File: config.mk
export PLATFORM = sky130hd
export DESIGN_NAME = pip_pixel_queue
export DESIGN_NICKNAME = d
export VERILOG_FILES = /design/src/hw/rtl/pip_pkg.sv /design/src/hw/rtl/pip_pixel_queue.sv
export SDC_FILE = /design/constraint.sdc
export NUM_CORES = 1
export LEC_CHECK = 0
export BUFFER_PORTS_ARGS = -buffer_cell sky130_fd_sc_hd__buf_2
export CORE_MARGIN = 4
export CORE_UTILIZATION = 50
export DETAILED_ROUTE_END_ITERATION = 10
export PLACE_DENSITY = 0.77
export SLEW_MARGIN = 10
export SYNTH_ARGS = -nofsm -noshare
export SYNTH_HDL_FRONTEND = slang
export SYNTH_SLANG_ARGS = --single-unit
export TNS_END_PERCENT = 5
File: constraint.sdc
create_clock -name clk -period 2.05 [get_ports clk]
set_input_delay 0 -clock clk [delete_from_list [all_inputs] [get_ports clk]]
set_output_delay 0 -clock clk [all_outputs]
set_load 0.03 [all_outputs]
File: src/hw/rtl/pip_pkg.sv
// shared types and constants for the palette index packer
// no dependencies; imported by every module of the block
package pip_pkg;

  localparam int PIX_W                 = 24;
  localparam int CHAN_W                = 8;
  localparam int IDX_BYTE_W            = 8;
  localparam int COUNT_W               = 9;
  localparam int ADDR_W                = 16;
  localparam int WORD_W                = 32;
  localparam int PIXELS_PER_WORD       = 4;
  localparam int MASK_W                = PIXELS_PER_WORD;
  localparam int GROUP_W               = $clog2(PIXELS_PER_WORD);
  localparam int IN_DATA_W             = 24;
  localparam int OUT_DATA_W            = 64;
  localparam int DEFAULT_PALETTE_DEPTH = 256;
  localparam int QDEPTH                = 2;

  typedef logic [PIX_W-1:0] color_t;

  // one resolved pixel from the search engine
  typedef struct packed {
    logic [IDX_BYTE_W-1:0] idx;
    logic                  miss;
    logic [COUNT_W-1:0]    colors;
  } res_t;

endpackage

File: src/hw/rtl/pip_pixel_queue.sv
// front end: accepts pixel transactions and buffers colors in a short queue
// depends on pip_pkg
module pip_pixel_queue (
  input  logic            clk,
  input  logic            rst_n,
  input  logic            push_valid,
  output logic            push_ready,
  input  pip_pkg::color_t push_color,
  output logic            pop_valid,
  input  logic            pop_ready,
  output pip_pkg::color_t pop_color
);
  import pip_pkg::*;

  localparam int QPTR_W  = $clog2(QDEPTH);
  localparam int QFILL_W = $clog2(QDEPTH + 1);

  color_t              qmem_r [QDEPTH];
  logic [QPTR_W-1:0]   wr_ptr_r, wr_ptr_nxt;
  logic [QPTR_W-1:0]   rd_ptr_r, rd_ptr_nxt;
  logic [QFILL_W-1:0]  fill_r, fill_nxt;
  logic                push, pop;

  assign push_ready = (fill_r != QFILL_W'(QDEPTH));
  assign pop_valid  = (fill_r != '0);
  assign pop_color  = qmem_r[rd_ptr_r];
  assign push       = push_valid && push_ready;
  assign pop        = pop_valid && pop_ready;

  // pointer and fill bookkeeping
  always_comb begin
    wr_ptr_nxt = push ? wr_ptr_r + QPTR_W'(1) : wr_ptr_r;
    rd_ptr_nxt = pop ? rd_ptr_r + QPTR_W'(1) : rd_ptr_r;
    fill_nxt   = fill_r;
    if (push && !pop) begin
      fill_nxt = fill_r + QFILL_W'(1);
    end else if (pop && !push) begin
      fill_nxt = fill_r - QFILL_W'(1);
    end
  end

  always_ff @(posedge clk) begin
    if (!rst_n) begin
      wr_ptr_r <= '0;
      rd_ptr_r <= '0;
      fill_r   <= '0;
    end else begin
      wr_ptr_r <= wr_ptr_nxt;
      rd_ptr_r <= rd_ptr_nxt;
      fill_r   <= fill_nxt;
    end
  end

  // queue storage, payload only
  always_ff @(posedge clk) begin
    if (push) begin
      qmem_r[wr_ptr_r] <= push_color;
    end
  end

endmodule

# == After elaboration in Yosys (flattened, before gate mapping) ==
# Memory sizes are Yosys's and may differ from the RTL's. A register that Yosys moved wholly into a read port is not among the register bits.
# Index checks and enable logic that the tools add are counted.
# classes
n_addsub,4
eq_ne,1
n_mux,6
reduce_logical,8
# op_table
op,count
1-bit logical AND,4
1-bit two-way mux,4
2-bit two-way mux,2
2-bit nonzero test,2
1-bit adder (second input constant),2
2-bit by 1-bit adder with 2-bit output (second input constant),1
1-bit zero test,2
2-bit != test (second input constant),1
2-bit by 1-bit subtractor with 2-bit output (second input constant),1
# totals
register_bits,4
mem_bits_rw,48
output_inout_bits,26
word_cells,23
n_memories,1
# mem_list
memory,depth,width,rd,rd_clocked_by_memory_dff,write_ports,line_no,source
qmem_r,2,24,1,1,1,pip_pixel_queue.sv:18,color_t qmem_r [QDEPTH];

# == Longest topological paths before layout ==
# logic_depth
word_depth,6
depth_mapped,6
ltp_nobuf,6

# == Worst setup path before layout ==
# No wires, ideal clock.
# synth_timing
path_kind,reg-to-reg
start,register fill_r[0]
end,"memory qmem_r[1][0] (netlist bit), enable pin"
setup_ns,0.383
arrival_ns,1.282
required_ns,1.667
path_slack_ns,0.385
path_stages_with_launch,3
path_buffers,0
period_less_slack_ns,1.665
cell_sequence,dfxtp_1 -> nand2b_4 -> and3_1
# synth_between
elab_chain_cells,4
# synth_lines
item,line_no,source
"start, declared",pip_pixel_queue.sv:21,"logic [QFILL_W-1:0] fill_r, fill_nxt;"
"start signal, assigned",pip_pixel_queue.sv:50,fill_r <= fill_nxt;
2-bit != test,pip_pixel_queue.sv:24,assign push_ready = (fill_r != QFILL_W'(QDEPTH));
via push_ready,pip_pixel_queue.sv:7,"output logic push_ready,"
1-bit logical AND,pip_pixel_queue.sv:27,assign push = push_valid && push_ready;
1-bit two-way mux,pip_pixel_queue.sv:56,if (push) begin
1-bit two-way mux (implied by the code),pip_pixel_queue.sv:57,qmem_r[wr_ptr_r] <= push_color;
"end, declared",pip_pixel_queue.sv:18,
# The timed path passes the listed nets, and every way through them passes these cells.

# == Worst setup path in the final report ==
# layout_timing
start,register fill_r[0]
end,register fill_r[1]
# layout_between
elab_chain_cells,5
elab_cells_between_ends,13
classes_between,2 x add/sub; 1 x eq/ne; 2 x mux; 8 x reduce/logical
# layout_lines
item,line_no,source
2-bit != test (*),pip_pixel_queue.sv:24,
1-bit logical AND (*),pip_pixel_queue.sv:27,
via push,pip_pixel_queue.sv:22,"logic push, pop;"
1-bit zero test,pip_pixel_queue.sv:37,end else if (pop && !push) begin
1-bit logical AND,pip_pixel_queue.sv:37,
2-bit nonzero test (no line),--,
# Mark *: on every way through the listed nets, which the timed path passes. The rest lies on a longest branch. The select of a mux whose other input is x is not followed.
# A chain may end at the register's enable or synchronous reset.

==> metrics.md <==
| Metric | Value |
|---|---|
| Final design utilization | `70.22%` |
| Final wirelength | `3.256 mm` |
| Highest routed layer | `met4` |
| Post-placement cell count | `200` |
| Global-route wire length before repair | `5.361 mm` |
| Static Leak | `1.007 nW` |
| Worst VDD drop | `0.9283 mV` |
| Clock Latency Late Sink | `0.28 ns` |
| DR WL met2 | `1.881 mm` |
| Slew headroom | `78.92%` |
| WL met3 | `137 um` |
| Final min period | `1.629 ns` |
| Arrival time worst endpoint | `1.84 ns` |
| H-tree Lvls | `2` |
| Syn Nets | `128` |
| Status | `finished, final reports clean` |
| Antenna Diode Count | `0` |
| DP Wirelength | `2.214 mm` |
| Metal-1 WL | `1.190 mm` |
| CTS Buffer Depth | `2` |
| RSZ-0062 raised after global routing | `no` |
| Area delta synth->final | `33.48%` |
| Fillers | `266` |
| Critical path class | `reg2reg` |
| Hold Slack | `0.04804 ns` |
| Clock sink total | `53` |
| Worst Skew | `0.002666 ns` |
| R2R cell count | `5` |
| Via count | `1083` |
| Slew at the pin closest to its max-slew limit | `0.3162 ns` |
| Mapped Avg Cell Area | `19.89 um2` |
| Core area | `3744 um2` |
| Fin Setup TNS | `0 ns` |
| Die height | `70.76 um` |
| EDFF count, synth | `48` |
| Final number of setup-violating endpoints | `0` |
| Total Power | `2.986 mW` |
| Antenna violations before repair | `0` |
| Power Dens Cells | `1136 nW/um2` |
| DIE AREA | `5007 um2` |
| Finished Layout Cells | `232` |
| Via density per instance | `4.668` |
| Drt first pass iters | `4` |
| GPL Wtd Cong | `0.6442` |
| #FFs+latches synth | `53` |
| Fin. Hold Viols | `0` |
| Cell Area, Synth | `1969 um2` |
| Part of the cycle the worst path needs | `79.49%` |
| Ys flop type | `edfxtp_1` |
| Min-Delay Path Class | `in2reg` |
| Max Clk Rate | `613.7 MHz` |
| Area share of the leading cell type in the synthesized netlist | `73.19%` |
| Boundary pin count | `54` |
| Cts repair resizes | `0` |
| Critical path launch point type | `flip-flop` |
| Synth Instances | `99` |
| Total of max-cap violations | `0` |
| Final Max Slew Viols | `0` |
| Grt total ovfl | `0` |
| Worst setup path end | `fill_r[1]$_SDFFE_PN0P_` |
| Initial DRC count | `28` |
| Largest net degree at the start of global routing | `25` |
| Asr flop ratio synth | `0%` |
| CP Capture Type | `flip-flop` |
| CTS Buf Count | `5` |
| Reg2reg start | `fill_r[0]$_SDFFE_PN0P_` |
| Number of global-route vias before repair | `1162` |
| YS warnings | `0` |
| Commonest cells in the netlist | `edfxtp_1 (48), mux2_2 (24), dfxtp_1 (5), and2_1 (4), buf_2 (3)` |
| Clock slew at reported path FFs | `0.08 ns` |
| Final antenna-violating net count | `0` |
| WL per Instance | `14.03 um` |
| CP Max Fanout | `5` |
| Initial Utilization | `52.61%` |
| R2r setup slk | `0.42 ns` |
| Required @ worst endpoint | `2.26 ns` |
| Die Width | `70.76 um` |
| Row cnt | `22` |
| Count leader, synth | `edfxtp_1` |
| Yosys top cell by area | `edfxtp_1` |
| Post-layout net count | `213` |
| PortBufs | `53` |
| Gr usage total | `14.15%` |
| Largest cells by area after synthesis | `edfxtp_1 (73%), mux2_2 (14%), dfxtp_1 (5.1%)` |
| CP Launch Point | `fill_r[0]$_SDFFE_PN0P_` |
| CTS tree | `built` |
| Share of cells above drive strength 1 | `47.83%` |
| Root Buffer Master | `clkbuf_8` |
| Drc violations | `0` |
| Seq/Total Area, Yosys | `78.27%` |
| Synth cell types | `19` |
| Reg-to-Reg End | `fill_r[1]$_SDFFE_PN0P_` |
==> state kept, by name (all words and copies together) (netlist names), named ones only <==
signal,flops
rd_ptr_r,1
fill_r,2
qmem_r,48
wr_ptr_r,1
==> cell families after synthesis <==
kind of cell             share of synthesized area, %
AND/OR/NAND/NOR                                 3.304
buffers and inverters                          0.9526
flip-flops                                      78.27
multiplexers                                    13.72
adder cells (fa/ha/maj)                        0.6352
AO/OA/AOI/OAI                                   1.779
XOR/XNOR                                        1.334
==> power by group <==
part / switching (mW) / internal (mW) / total, mW
clock: 0.275 / 0.230 / 0.505
combinational: 0.648 / 0.422 / 1.07
sequential: 0.0579 / 1.35 / 1.41
==> cells in the final DEF, fill, tap and decap left out <==
master | synthesis | final
mux2_2 | 24 | 24
a21boi_0 | 1 | 1
clkbuf_8 | 0 | 5
inv_1 | 1 | 1
or2_2 | 1 | 1
xnor2_1 | 2 | 2
a21bo_2 | 1 | 1
and2_1 | 4 | 4
ha_1 | 1 | 1
or3_1 | 1 | 1
clkinv_1 | 0 | 1
o21ai_1 | 1 | 1
nand3b_1 | 1 | 1
and3_1 | 1 | 1
dfxtp_1 | 5 | 5
nand2b_4 | 1 | 1
edfxtp_1 | 48 | 48
clkbuf_1 | 0 | 1
dlygate4sd3_1 | 0 | 25
o21ai_0 | 1 | 1
buf_2 | 3 | 53
buf_4 | 0 | 3
xor2_1 | 1 | 1
a21boi_1 | 1 | 1
==> repair_timing <==
item / in CTS / in global routing
hold endpoints to repair: 52 / 0
buffers inserted: 0 / 0
hold buffers: 25 / 0
==> how the worst min path moves through the flow <==
stage          cells after the start                 endpoint            from
2_1_floorplan                      0   qmem_r[0][0]$_DFFE_PP_   push_color[0]
3_3_place_gp                       1  qmem_r[0][12]$_DFFE_PP_  push_color[12]
3_5_place_dp                       1  qmem_r[0][18]$_DFFE_PP_  push_color[18]
4_1_cts                            3    wr_ptr_r$_SDFFE_PN0P_      push_valid
5_1_grt                            3    wr_ptr_r$_SDFFE_PN0P_      push_valid
6_report                           3    wr_ptr_r$_SDFFE_PN0P_      push_valid
==> per-layer routing <==
| metal | up-vias | GRT usage (%) |
|---|---|---|
| met5 | - | 0 |
| met4 | 0 | 5.637 |
| met3 | 4 | 3.551 |
| met2 | 23 | 26.88 |
| met1 | 505 | 14.71 |
| li1 | 551 | - |
==> worst max-delay path, cell delays in order (launching register included) <==
cell      delay (ns)
dfxtp_1         0.37
nand2b_4        0.17
and2_1          0.17
ha_1            0.33
or3_1           0.36
a21boi_1        0.16
==> area by class of cell <==
class	instances	area (um2)	area share, %
Multi-Input combinational cell	42	409.1	15.56
Clock inverter	1	3.754	0.1428
Sequential cell	53	1541	58.64
Inverter	1	3.754	0.1428
Tap cell	48	60.06	2.285
Timing Repair Buffer	81	538.0	20.47
Clock buffer	6	72.57	2.761
==> through the flow <==
step                worst slack [ns]  cell area [um2]
finish                        0.4205             2629
global placement              0.5513             2302
floorplan                     0.3850             1969
detailed placement            0.4234             2302
global route                  0.3444             2629
CTS                           0.4065             2629
Power figures use the tool's default switching activity.
