==> config.mk <==
export PLATFORM = sky130hd
export DESIGN_NAME = pip_word_packer
export DESIGN_NICKNAME = d
export VERILOG_FILES = /design/src/hw/rtl/pip_pkg.sv /design/src/hw/rtl/pip_word_packer.sv
export SDC_FILE = /design/constraint.sdc
export NUM_CORES = 1
export LEC_CHECK = 0
export BUFFER_PORTS_ARGS = -buffer_cell sky130_fd_sc_hd__buf_2
export CORE_MARGIN = 3
export CORE_UTILIZATION = 35
export CTS_CLUSTER_SIZE = 28
export DETAILED_ROUTE_END_ITERATION = 8
export PLACE_DENSITY_LB_ADDON = 0.3
export SLEW_MARGIN = 5
export SYNTH_ARGS = -nofsm -noshare
export SYNTH_HDL_FRONTEND = slang
export SYNTH_SLANG_ARGS = --single-unit
==> constraint.sdc <==
create_clock -name clk -period 6.6 [get_ports clk]
set_input_delay 0 -clock clk [delete_from_list [all_inputs] [get_ports clk]]
set_output_delay 0 -clock clk [all_outputs]
set_load 0.02 [all_outputs]
==> src/hw/rtl/pip_pkg.sv <==
// shared types and constants for the palette index packer
// no dependencies; imported by every module of the block
package pip_pkg;

  localparam int PIX_W                 = 24;
  localparam int CHAN_W                = 8;
  localparam int IDX_BYTE_W            = 8;
  localparam int COUNT_W               = 9;
  localparam int ADDR_W                = 16;
  localparam int WORD_W                = 32;
  localparam int PIXELS_PER_WORD       = 4;
  localparam int MASK_W                = PIXELS_PER_WORD;
  localparam int GROUP_W               = $clog2(PIXELS_PER_WORD);
  localparam int IN_DATA_W             = 24;
  localparam int OUT_DATA_W            = 64;
  localparam int DEFAULT_PALETTE_DEPTH = 256;
  localparam int QDEPTH                = 2;

  typedef logic [PIX_W-1:0] color_t;

  // one resolved pixel from the search engine
  typedef struct packed {
    logic [IDX_BYTE_W-1:0] idx;
    logic                  miss;
    logic [COUNT_W-1:0]    colors;
  } res_t;

endpackage

==> src/hw/rtl/pip_word_packer.sv <==
// back end: groups four resolved pixels into one word with a running address
// depends on pip_pkg
module pip_word_packer (
  input  logic                        clk,
  input  logic                        rst_n,
  input  logic                        res_valid,
  output logic                        res_ready,
  input  pip_pkg::res_t               res,
  input  logic [pip_pkg::ADDR_W-1:0]  base_address,
  output logic                        out_tvalid,
  input  logic                        out_tready,
  output logic [pip_pkg::OUT_DATA_W-1:0] out_tdata
);
  import pip_pkg::*;

  localparam int PART_W  = IDX_BYTE_W * (PIXELS_PER_WORD - 1);
  localparam int PMISS_W = PIXELS_PER_WORD - 1;
  localparam int PAD_W   = OUT_DATA_W - WORD_W - MASK_W - ADDR_W - COUNT_W;

  logic [GROUP_W-1:0]  group_r;
  logic [PART_W-1:0]   part_idx_r;
  logic [PMISS_W-1:0]  part_miss_r;
  logic [ADDR_W-1:0]   offset_r;
  logic                out_valid_r;
  logic [WORD_W-1:0]   word_r;
  logic [MASK_W-1:0]   mask_r;
  logic [ADDR_W-1:0]   addr_r;
  logic [COUNT_W-1:0]  colors_r;
  logic                take, last_pix;

  assign last_pix   = (group_r == GROUP_W'(PIXELS_PER_WORD - 1));
  assign res_ready  = !last_pix || !out_valid_r || out_tready;
  assign take       = res_valid && res_ready;
  assign out_tvalid = out_valid_r;
  assign out_tdata  = {{PAD_W{1'b0}}, colors_r, addr_r, mask_r, word_r};

  // group assembly and output register
  always_ff @(posedge clk) begin
    if (!rst_n) begin
      group_r     <= '0;
      part_idx_r  <= '0;
      part_miss_r <= '0;
      offset_r    <= '0;
      out_valid_r <= 1'b0;
    end else begin
      // a new word fills the output register, otherwise it drains on a transaction
      if (take && last_pix) begin
        out_valid_r <= 1'b1;
      end else if (out_valid_r && out_tready) begin
        out_valid_r <= 1'b0;
      end
      if (take) begin
        if (!last_pix) begin
          part_idx_r  <= {part_idx_r[PART_W-IDX_BYTE_W-1:0], res.idx};
          part_miss_r <= {part_miss_r[PMISS_W-2:0], res.miss};
          group_r     <= group_r + GROUP_W'(1);
        end else begin
          part_idx_r  <= '0;
          part_miss_r <= '0;
          group_r     <= '0;
          offset_r    <= offset_r + ADDR_W'(1);
        end
      end
    end
  end

  // result payload
  always_ff @(posedge clk) begin
    if (take && last_pix) begin
      word_r   <= {part_idx_r, res.idx};
      mask_r   <= {part_miss_r, res.miss};
      addr_r   <= base_address + offset_r;
      colors_r <= res.colors;
    end
  end

endmodule

* Yosys cells after proc, flatten, opt, wreduce, memory -nomap -nowiden *
Index checks and enable logic that the tools add are counted.
Widths: inputs -> output; s select.

operators by class
  magnitude comparators = 0
  muxes and demuxes = 5
  bitwise operators = 0
  equality and inequality tests = 1
  multipliers = 0
  add/sub/neg operators = 3
  shift operators = 0
  reductions and logical operators = 9
  div/mod/pow operators = 0

operator list
  operator               count
  $mux 24                1
  $add 16x1->16 const B  1
  $add 16x16->16         1
  $logic_and 1x1->1      3
  $mux 3                 1
  $add 2x1->2 const B    1
  $eq 2x2->1 const B     1
  $logic_not 1->1        2
  $logic_or 1x1->1       2
  $mux 1                 2
  $mux 2                 1
  $reduce_and 2->1       1
  $reduce_bool 2->1      1

storage, ports and cells
  memory bits (writable) = 0
  memory bits (read-only) = 0
  latch bits = 0
  logic and storage cells = 27
  input port bits = 38
  memories = 0
  output and inout port bits = 66
  bits in registers = 107

* Longest topological paths before layout *
  depth after elaboration = 7
  depth in mapped cells = 7
  gate-level depth less buffers = 7

* Least setup slack after synthesis *
OpenSTA, ideal clock, no wires.

  kind = register -> register
  start = reg group_r[0]
  end = reg offset_r[2]
  arrival time = 3.972 ns
  setup time = 0.065 ns
  required time = 6.535 ns
  period minus slack after synthesis = 4.037 ns
  buffers on the path = 0
  setup slack = 2.563 ns
  cell stages (with the launch flop) = 7
  cell sequence = dfxtp_1 > ha_1 > nand2_1 > nor2_1 > nand2_1 > xor2_1 > nor2b_1

between the ends
  word-level cells in the longest chain between the ends = 6

ends and longest elaborated chain
  what                           line                   RTL
  start: declaration             pip_word_packer.sv:20  logic [GROUP_W-1:0] group_r;
  start signal: assignment       pip_word_packer.sv:56  group_r <= group_r + GROUP_W'(1);
  $eq 2x2->1 *                   pip_word_packer.sv:31  assign last_pix = (group_r == GROUP_W'(PIXELS_PER_WORD - 1));
  $logic_not 1->1                -
  $logic_or 1x1->1 (2 in a row)  pip_word_packer.sv:32  assign res_ready = !last_pix || !out_valid_r || out_tready;
  $logic_and 1x1->1              pip_word_packer.sv:33  assign take = res_valid && res_ready;
  $reduce_and 2->1 (no line) *   -
  end signal: assignment         pip_word_packer.sv:61  offset_r <= offset_r + ADDR_W'(1);
  end: declaration               pip_word_packer.sv:23  logic [ADDR_W-1:0] offset_r;

Every way passes the cells marked *; elsewhere a longest branch is shown, timed or not.
A chain may end at the register's enable or synchronous reset.

* Worst setup path in the final report *
  start = reg offset_r[0]
  end = reg addr_r[8], data pin

between the ends
  word-level cells in the longest chain between the ends = 1

ends and longest elaborated chain
  what                    line                   RTL
  $add 16x16->16          pip_word_packer.sv:72  addr_r <= base_address + offset_r;
  end signal: assignment  pip_word_packer.sv:72
  end: declaration        pip_word_packer.sv:27  logic [ADDR_W-1:0] addr_r;

No other way between the ends.

==> flow_summary.rst <==
.. list-table::
   :header-rows: 1

   * - Metric
     - Value
   * - Worst hold slack across all endpoints
     - 43.2 ps
   * - Via count of the first global-routing pass
     - 2,795
   * - Core area
     - 12,200 sq um
   * - Final Critical Period
     - 2430 ps
   * - Clock root buffer master
     - sky130_fd_sc_hd__clkbuf_16
   * - Non-filler cells in the finished layout
     - 637
   * - Area added between synthesis and finish
     - 26.6%
   * - Post-synthesis sequential area ratio
     - 61.7%
   * - Number of iterations in the first detailed-routing pass
     - 4
   * - R2r endpoint
     - addr_r[8]
   * - Crit path kind
     - flop to flop
   * - Wire length after detailed routing
     - 8650 um
   * - RSZ-0062 raised after global routing
     - false
   * - Max-cap check violation count
     - 0
   * - Critical Path End Type
     - flop
   * - Mean routed wirelength per cell
     - 13.6 um
   * - Worst slew margin relative to its limit
     - 21.6%
   * - Share of power burned in the clock network
     - 42.0%
   * - Final hold violations
     - 0
   * - TritonCTS sink count
     - 107
   * - Vias post-DR
     - 2,987
   * - CP startpoint kind
     - flop
   * - Share of layout cells above drive strength 1
     - 27.3%
   * - Result of the run
     - finished clean
   * - Vertical die dimension
     - 119 um
   * - Post-route setup TNS
     - 0 ps
   * - Amount of wire on met3 after detailed routing
     - 330 um
   * - Number of port buffers
     - 100
   * - Destination of the worst hold path
     - addr_r[1]
   * - Number of DRC violations after detailed routing
     - 0
   * - Proportion of synthesized flip-flops having asynchronous set or reset
     - 0%
   * - Critical Path Slowest Stage Cell
     - sky130_fd_sc_hd__a2111oi_0
   * - Worst-path cell chain
     - ha_1 > fa_1 > a21oi_1 > o21ai_1 > a2111oi_0 > nor3_1 > xor2_1
   * - Mapped Cells
     - 348
   * - Initial antenna violation count
     - 0
   * - Biggest cell delay along the critical path
     - 500 ps
   * - Number of nets in the layout
     - 520
   * - Boundary pin count
     - 104
   * - Met2 wire length
     - 4220 um
   * - EDFF count, synth
     - 61
   * - Arrival time of data at the critical path endpoint
     - 2510 ps
   * - Row cnt
     - 40
   * - Actual slew at the worst max-slew pin
     - 1170 ps
   * - Comb power frac
     - 5.4%
   * - Overflow left after global routing
     - 0
   * - Maximum number of pins on one net before global-route repair
     - 61
   * - Pleak
     - 2.27 nW
   * - Hold depth
     - 2
   * - Worst clock skew
     - 8.24 ps
   * - Starting density of the core
     - 36.5%
   * - Post-Synthesis Cell Area
     - 4460 sq um
   * - Synth Flop Type
     - sky130_fd_sc_hd__edfxtp_1
   * - Post-synth cell types
     - 47
   * - Number of DRC markers after the initial detailed-route iteration
     - 166
   * - Total CTS buffers
     - 9
   * - Worst reg2reg path startpoint
     - offset_r[0]
   * - Sequential power share
     - 52.6%
   * - Post-route ant nets
     - 0
   * - DP HPWL
     - 6170 um
   * - Routed length on met1
     - 3980 um
   * - Yosys warns
     - 0
   * - Final clock period utilization by the worst path
     - 36.8%
   * - Average cell area after synthesis
     - 12.8 sq um
   * - Worst EP required
     - 6680 ps
   * - Clock-pin transition on the worst setup and hold timing paths
     - 70 ps
   * - Wire length of the first global-routing pass
     - 13,900 um
   * - Class of the tightest hold or removal check
     - primary input to flop
   * - Cell-internal power
     - 0.00107 W
   * - Number of instances in the placed design
     - 601
   * - Timing startpoint of the critical path
     - offset_r[0]
   * - Count of state elements after synthesis
     - 107
   * - Clock Path Buffers
     - 2
   * - Insertion delay of the later-clocked pin in the worst-skew pair
     - 340 ps
   * - Net switching power
     - 0.000290 W
   * - Count of final max-slew check failures
     - 0
   * - Die extent in x
     - 119 um
   * - Length in cells of the worst reg-to-reg path
     - 7
   * - Top sig layer
     - met4
   * - All-layer global routing usage
     - 12.1%
   * - Switching power share of the total
     - 21.3%
   * - Number of H-tree levels
     - 3
   * - Peak Freq
     - 412 MHz
   * - TritonCTS clock tree
     - built
   * - Critical path peak fanout
     - 4
   * - Ratio of total power to cell area
     - 241 nW/um^2
   * - DR vias/cell
     - 4.69
   * - Placer congestion estimate
     - 0.849
   * - Hold path startpoint
     - base_address[1]
   * - Setup violations, final
     - 0
   * - Maximum vdd ir drop
     - 0.150 mV
   * - Reg-to-reg slack, setup
     - 4170 ps
   * - Die area
     - 14,100 sq um
   * - Diode insertion count for antenna repair
     - 0
final cells by class:
class / instances / area [sq um]
fillers: 1156 / 6570
flip-flops and latches: 107 / 2750
multi-input cells: 223 / 1640
repair buffers: 121 / 708
clock buffers: 11 / 254
well taps: 168 / 210
clock inverters: 5 / 77.6
inverters: 2 / 7.51
placed cells by master, fill, tap and decap left out, types with 3 or more instances in the layout:
cell	n
sky130_fd_sc_hd__a21o_1	3
sky130_fd_sc_hd__a21oi_1	13
sky130_fd_sc_hd__a22oi_1	27
sky130_fd_sc_hd__and2_1	16
sky130_fd_sc_hd__and3_1	5
sky130_fd_sc_hd__buf_2	100
sky130_fd_sc_hd__clkbuf_16	10
sky130_fd_sc_hd__conb_1	3
sky130_fd_sc_hd__dfxtp_1	46
sky130_fd_sc_hd__dlygate4sd3_1	20
sky130_fd_sc_hd__edfxtp_1	61
sky130_fd_sc_hd__ha_1	17
sky130_fd_sc_hd__nand2_1	16
sky130_fd_sc_hd__nand3_1	13
sky130_fd_sc_hd__nand4_1	5
sky130_fd_sc_hd__nor2b_1	29
sky130_fd_sc_hd__nor3_1	5
sky130_fd_sc_hd__o21a_1	3
sky130_fd_sc_hd__o21ai_0	6
sky130_fd_sc_hd__o21ai_1	3
sky130_fd_sc_hd__xnor2_1	16
sky130_fd_sc_hd__xor2_1	13
metrics by stage:
step	setup WS, ps	utilization (%)	power, W	instance area (sq um)
after floorplan	2560	-	0.000774	4470
after global placement	4350	41.9	0.000795	5110
after detailed placement	4180	41.9	0.000797	5110
after CTS	4170	46.2	0.00138	5650
after global routing	4060	46.2	0.00142	5650
final	4170	46.2	0.00136	5650
power groups by stage:
stage / clock [W] / combinational (W) / sequential (W)
global placement: 0 / 0.0000633 / 0.000732
floorplan: 0 / 0.0000403 / 0.000734
CTS: 0.000590 / 0.0000743 / 0.000717
finish: 0.000573 / 0.0000732 / 0.000717
detailed placement: 0 / 0.0000648 / 0.000732
global route: 0.000619 / 0.0000819 / 0.000718
worst max path at each step:
stage / endpoint / slack [ps] / depth (start not counted)
6_report: addr_r[8] / 4170 / 7
5_1_grt: addr_r[8] / 4060 / 7
4_1_cts: addr_r[8] / 4170 / 7
3_5_place_dp: addr_r[8] / 4180 / 7
3_3_place_gp: addr_r[8] / 4350 / 7
2_1_floorplan: offset_r[2] / 2560 / 6
layer usage:
metal  up-vias  global-route usage (%)
met1      1410                    15.9
met3         8                    2.52
met5         -                       0
li1       1507                       -
met4         0                    4.49
met2        62                    19.7
repair_timing:
item	in CTS	in global routing
buffers inserted	0	0
resized for setup	0	0
endpoints found under the hold margin	29	0
setup endpoints to repair	0	0
hold buffers	20	0
state kept, by name (all words and copies together), names as in the netlist:
| name | cells |
|---|---|
| word_r | 32 |
| part_idx_r | 24 |
| addr_r | 16 |
| offset_r | 16 |
| colors_r | 9 |
| mask_r | 4 |
| part_miss_r | 3 |
| group_r | 2 |
| out_tvalid | 1 |
cell families after synthesis:
logic type,synth area share [%]
compound gates,11.2
xor+xnor,5.70
fa+ha+maj,5.22
buf+inv,1.99
flops,61.7
mux,0.224
other cells,0.0841
simple gates,13.9
cell usage after synthesis, types with 6 or more instances:
library cell               instances  share of area (%)
sky130_fd_sc_hd__and2_1           16                2.2
sky130_fd_sc_hd__o21ai_0           6               0.67
sky130_fd_sc_hd__edfxtp_1         61                 41
sky130_fd_sc_hd__clkbuf_1         12                1.0
sky130_fd_sc_hd__ha_1             17                4.8
sky130_fd_sc_hd__xor2_1           13                2.6
sky130_fd_sc_hd__nand3_1          13                1.5
sky130_fd_sc_hd__nor2b_1          30                4.2
sky130_fd_sc_hd__nand2_1          16                1.3
sky130_fd_sc_hd__dfxtp_1          46                 21
sky130_fd_sc_hd__xnor2_1          16                3.1
sky130_fd_sc_hd__a21oi_1          13                1.5
sky130_fd_sc_hd__a22oi_1          27                4.5
critical path, delay by kind of cell (launching register included):
kind | cells | cell delay (ps)
DFF | 1 | 350
and+or+nand+nor | 1 | 160
adders and majority gates | 2 | 640
AOI/OAI and AO/OA | 3 | 860
xor gates and xnor gates | 1 | 170
Note: power is estimated with default switching activity, not from simulation.
